==> src/design/dhbc_ram.sv <==
// Generic single-port synchronous RAM with registered read data.
module dhbc_ram #(
  parameter int WIDTH = 8,
  parameter int DEPTH = 16
) (
  input  logic                     clk,
  input  logic [$clog2(DEPTH)-1:0] addr,
  input  logic                     we,
  input  logic [WIDTH-1:0]         wdata,
  input  logic                     re,
  output logic [WIDTH-1:0]         rdata
);

  logic [WIDTH-1:0] mem [DEPTH];

  // Write port and registered read port share one address.
  always_ff @(posedge clk) begin
    if (we) begin
      mem[addr] <= wdata;
    end
    if (re) begin
      rdata <= mem[addr];
    end
  end

endmodule

==> config.mk <==
export PLATFORM = sky130hd
export DESIGN_NAME = dhbc_ram
export DESIGN_NICKNAME = d
export VERILOG_FILES = /design/src/design/dhbc_ram.sv
export SDC_FILE = /design/constraint.sdc
export NUM_CORES = 1
export LEC_CHECK = 0
export BUFFER_PORTS_ARGS = -buffer_cell sky130_fd_sc_hd__buf_2
export CAP_MARGIN = 20
export CORE_MARGIN = 1
export CORE_UTILIZATION = 30
export DETAILED_ROUTE_END_ITERATION = 8
export GPL_TIMING_DRIVEN = 0
export PLACE_DENSITY = 0.42
export SLEW_MARGIN = 20
export SYNTH_ARGS = -nofsm -noshare
export SYNTH_HDL_FRONTEND = slang
export SYNTH_SLANG_ARGS = --single-unit
==> constraint.sdc <==
create_clock -name clk -period 2.4 [get_ports clk]
set_input_delay 0.48 -clock clk [delete_from_list [all_inputs] [get_ports clk]]
set_output_delay 0.48 -clock clk [all_outputs]
set_load 0.1 [all_outputs]
; ---- Word level (Yosys, flattened, before mapping)
; Memories as Yosys holds them, arrays and structs flattened. A register that Yosys moved wholly into a read port is not among the register bits.
; Index checks and enable logic that the tools add are counted.
[totals]
regBits = 0
latchBits = 0
mem_bits_rw = 128
rom_bits = 0
inputBits = 15
out_inout_bits = 8
word_cells = 3
memories = 1
[classes]
add_sub_neg = 0
n_mul = 0
n_div = 0
n_lt_le_gt_ge = 0
n_eq_ne = 0
shift = 0
n_mux = 2
n_bitwise = 0
reduce_logical = 0
[memory_table]
columns = memory, depth, word_bits, read_ports, rd_clocked_by_memory_dff, write_ports, line_no
row1 = mem, 16, 8, 1, 1, 1, 14  ; logic [WIDTH-1:0] mem [DEPTH];
[ops]
columns = operator, count
row1 = two-way mux 1 bit, 2

; ---- Depth between registers and ports, before layout
[logic_depth]
ltp_word = 2
depth_mapped = 5
mapped_depth_nobuf = 3

; ---- Least setup slack after synthesis
; Ideal clock, no wire load.
[synth_path]
kind = input to register
start = input addr[2]
end = memory mem[0][0] (enable)
setup_ns = 0.383
arrival_ns = 1.590
required_ns = 2.017
slack_ns = 0.427
cell_stages = 2
n_path_buf = 0
cell_sequence = or3b_2 -> nor3_1
[synth_rtl]
columns = item, line_no
row1 = from (decl), 7  ; input logic [$clog2(DEPTH)-1:0] addr,
row2 = to (decl), 14
; No word-level cell before the write port.

; ---- Final worst setup path
[layout_path]
start = input addr[1]
end = memory mem[10][2] (enable)
; No word-level cell before the write port.

==> impl_metrics.toml <==
[placement]
place_area_um2 = 5540
dpl.cell_count = 470
place.port_buffers = 20
gp_congestion = 0.704
dp_hpwl_um = 7260

[route]
firstDrtPassIters = 4
drt_wl_total_um = 11500
vias = 2342
ant_nets = 0
avgViaCountPerCell = 4.67
post_drt_wl_per_cell_um = 22.9
remaining_drc_errors = 0
drtIter0Drc = 190

[setup_path]
worst-setup-path-type = "primary input to register"
cp.required_ns = 2.43
arrival_ns = 2.30
critPathSlowestCell = "nor2_1"
cp_slowest_stage_delay_ns = 0.73
crit_path_max_fanout = 10
crit_path_end_kind = "register"
path_cells = "buf_2 -> buf_1 -> nand2b_1 -> nor2_1"
startpoint_type = "primary input"

[clock_network]
ctsHoldBuffers = 0
clk_pin_slew_ns = 0.06
cts_setup_buffers = 0
cts-resized-gates = 0
htree_levels = 4
clk_path_buf_depth = 2
numCtsBuffers = 17
clk_latency_ns = 0.41
cts_root_buffer = "clkbuf_16"
cts_tree = "built"
clkSinkCount = 136

[global_route]
grtUsageTotal_pct = 14.3
grt_max_degree = 17
grt_pass1_vias = 2509
overflow = 0
grt_pass1_wl_um = 16900
antenna_found_initial = 0

[die]
num_io_pins = 23
die-area_um2 = 17700
row_count = 47
core-area_um2 = 16600
die_y_um = 133
start_util_pct = 30.9
die_w_um = 133

[sta]
fin_hold_ws_ns = 0.428
fmax_mhz = 441
fin_crit_ns = 2.27
period_share_pct = 94.6
drv_slew = 0
hold_violations = 0
maxSlewHeadroom_pct = 41.1
fin_skew_ns = 0.00586
worstMarginPinSlew_ns = 0.881
setup_viol = 0
rsz0062_at_grt = "true"

[run]
max-cap-violations = 0

[cells_and_area]
layout.nets = 284
antenna_cells = 0
syn_to_final_growth_pct = 18.7
final_cells = 502
fin_area_um2 = 6110
post-route-util_pct = 36.7
drive_above_1_share_pct = 30.9

[power_and_ir_drop]
cellLeakagePower_uw = 0.00194
peakVddDrop_mv = 0.480
finalPower_uw = 5550
p_per_area_nw_per_um2 = 908

[logic_synthesis]
syn_avg_cell_area_um2 = 22.4
ys_ff_latch = 136
yosysUniqueCellTypes = 17
synth_nets = 245
synth_area_um2 = 5150
synth-warning-count = 0
synth_cells = 230
yosysSeqAreaShare_pct = 79.3

[hold_path]
min_path_type = "primary input to register"

[status]
outcome = "complete, no violations"
[state kept, by name, indices dropped and copies added, names as in the netlist]
signal	count
rdata	8
mem	128
[worst paths after layout]
check / startpoint / cells after the start / slack, ns / to
setup / recovery: addr[1] / 4 / 0.13 / mem[10][2]
setup reg to reg: mem[2][3] / 3 / 0.87 / rdata[3]
hold / removal: re / 1 / 0.43 / rdata[5]
hold reg to reg: mem[12][5] / 3 / 0.78 / rdata[5]
[metal layers]
layer / global-route usage, % / up-vias / share of wire, %
met5: 0 / - / 0
met4: 5.94 / 0 / 1.1
met3: 3.56 / 10 / 4.5
met2: 21.2 / 50 / 47
met1: 20.0 / 1234 / 48
li1: - / 1048 / -
[critical path, delay by kind of cell]
family,cells,cell delay [ns]
buffers and inverters,2,0.81
AND/OR/NAND/NOR,2,1.00
[placed cells by master (no fill, tap or decap), drive strengths merged, types with 2 or more instances in the layout]
master | synthesis | layout
edfxtp | 136 | 136
nand2 | 9 | 9
nand3b | 2 | 2
buf | 8 | 28
bufinv | 0 | 3
a22oi | 16 | 16
clkinv | 0 | 11
nor2 | 13 | 13
mux4 | 32 | 32
nand2b | 2 | 2
clkbuf | 3 | 21
nor2b | 2 | 2
nor3 | 4 | 4
[cells in the mapped netlist, drive strengths merged]
| cell type | instances | share of area [%] |
|---|---|---|
| buf | 8 | 0.92 |
| nor2b | 2 | 0.24 |
| clkbuf | 3 | 0.24 |
| and2 | 1 | 0.12 |
| nor2 | 13 | 0.95 |
| nand2 | 9 | 0.66 |
| a22oi | 16 | 2.3 |
| or3b | 1 | 0.17 |
| nand2b | 2 | 0.24 |
| nand3b | 2 | 0.29 |
| nor3 | 4 | 0.39 |
| mux4 | 32 | 14 |
| edfxtp | 136 | 79 |
| nand3 | 1 | 0.097 |
[cell families (layout without fill, tap and decap cells)]
family	count (synthesis)	after routing	share of synthesized area, %
multiplexers	32	32	14.0
flip-flops	136	136	79.3
buffers and inverters	11	63	1.17
AND/OR/NAND/NOR	35	35	3.16
AO/OA/AOI/OAI	16	16	2.33
[where the power goes]
part / total, uW / switching (uW) / internal (uW)
Clock: 2520 / 919 / 1600
Sequential: 2690 / 11.2 / 2680
Combinational: 343 / 245 / 98.5
[cell type report]
cell class                      instances  area (um2)
Buffer                                 11        60.1
Tap cell                              220         275
Clock inverter                         14         138
Fill cell                            1541       10500
Clock buffer                           18         429
Timing Repair Buffer                   20         100
Multi-Input combinational cell         83        1020
Sequential cell                       136        4080
[through the flow]
stage,setup TNS [ns],worst slack (ns)
final,0,0.131
after detailed placement,-24.31,-0.380
after global placement,-22.70,-0.299
after global routing,-0.208,-0.0203
after floorplan,0,0.427
after CTS,0,0.0617
No activity file was read; power rests on OpenSTA's default activity.
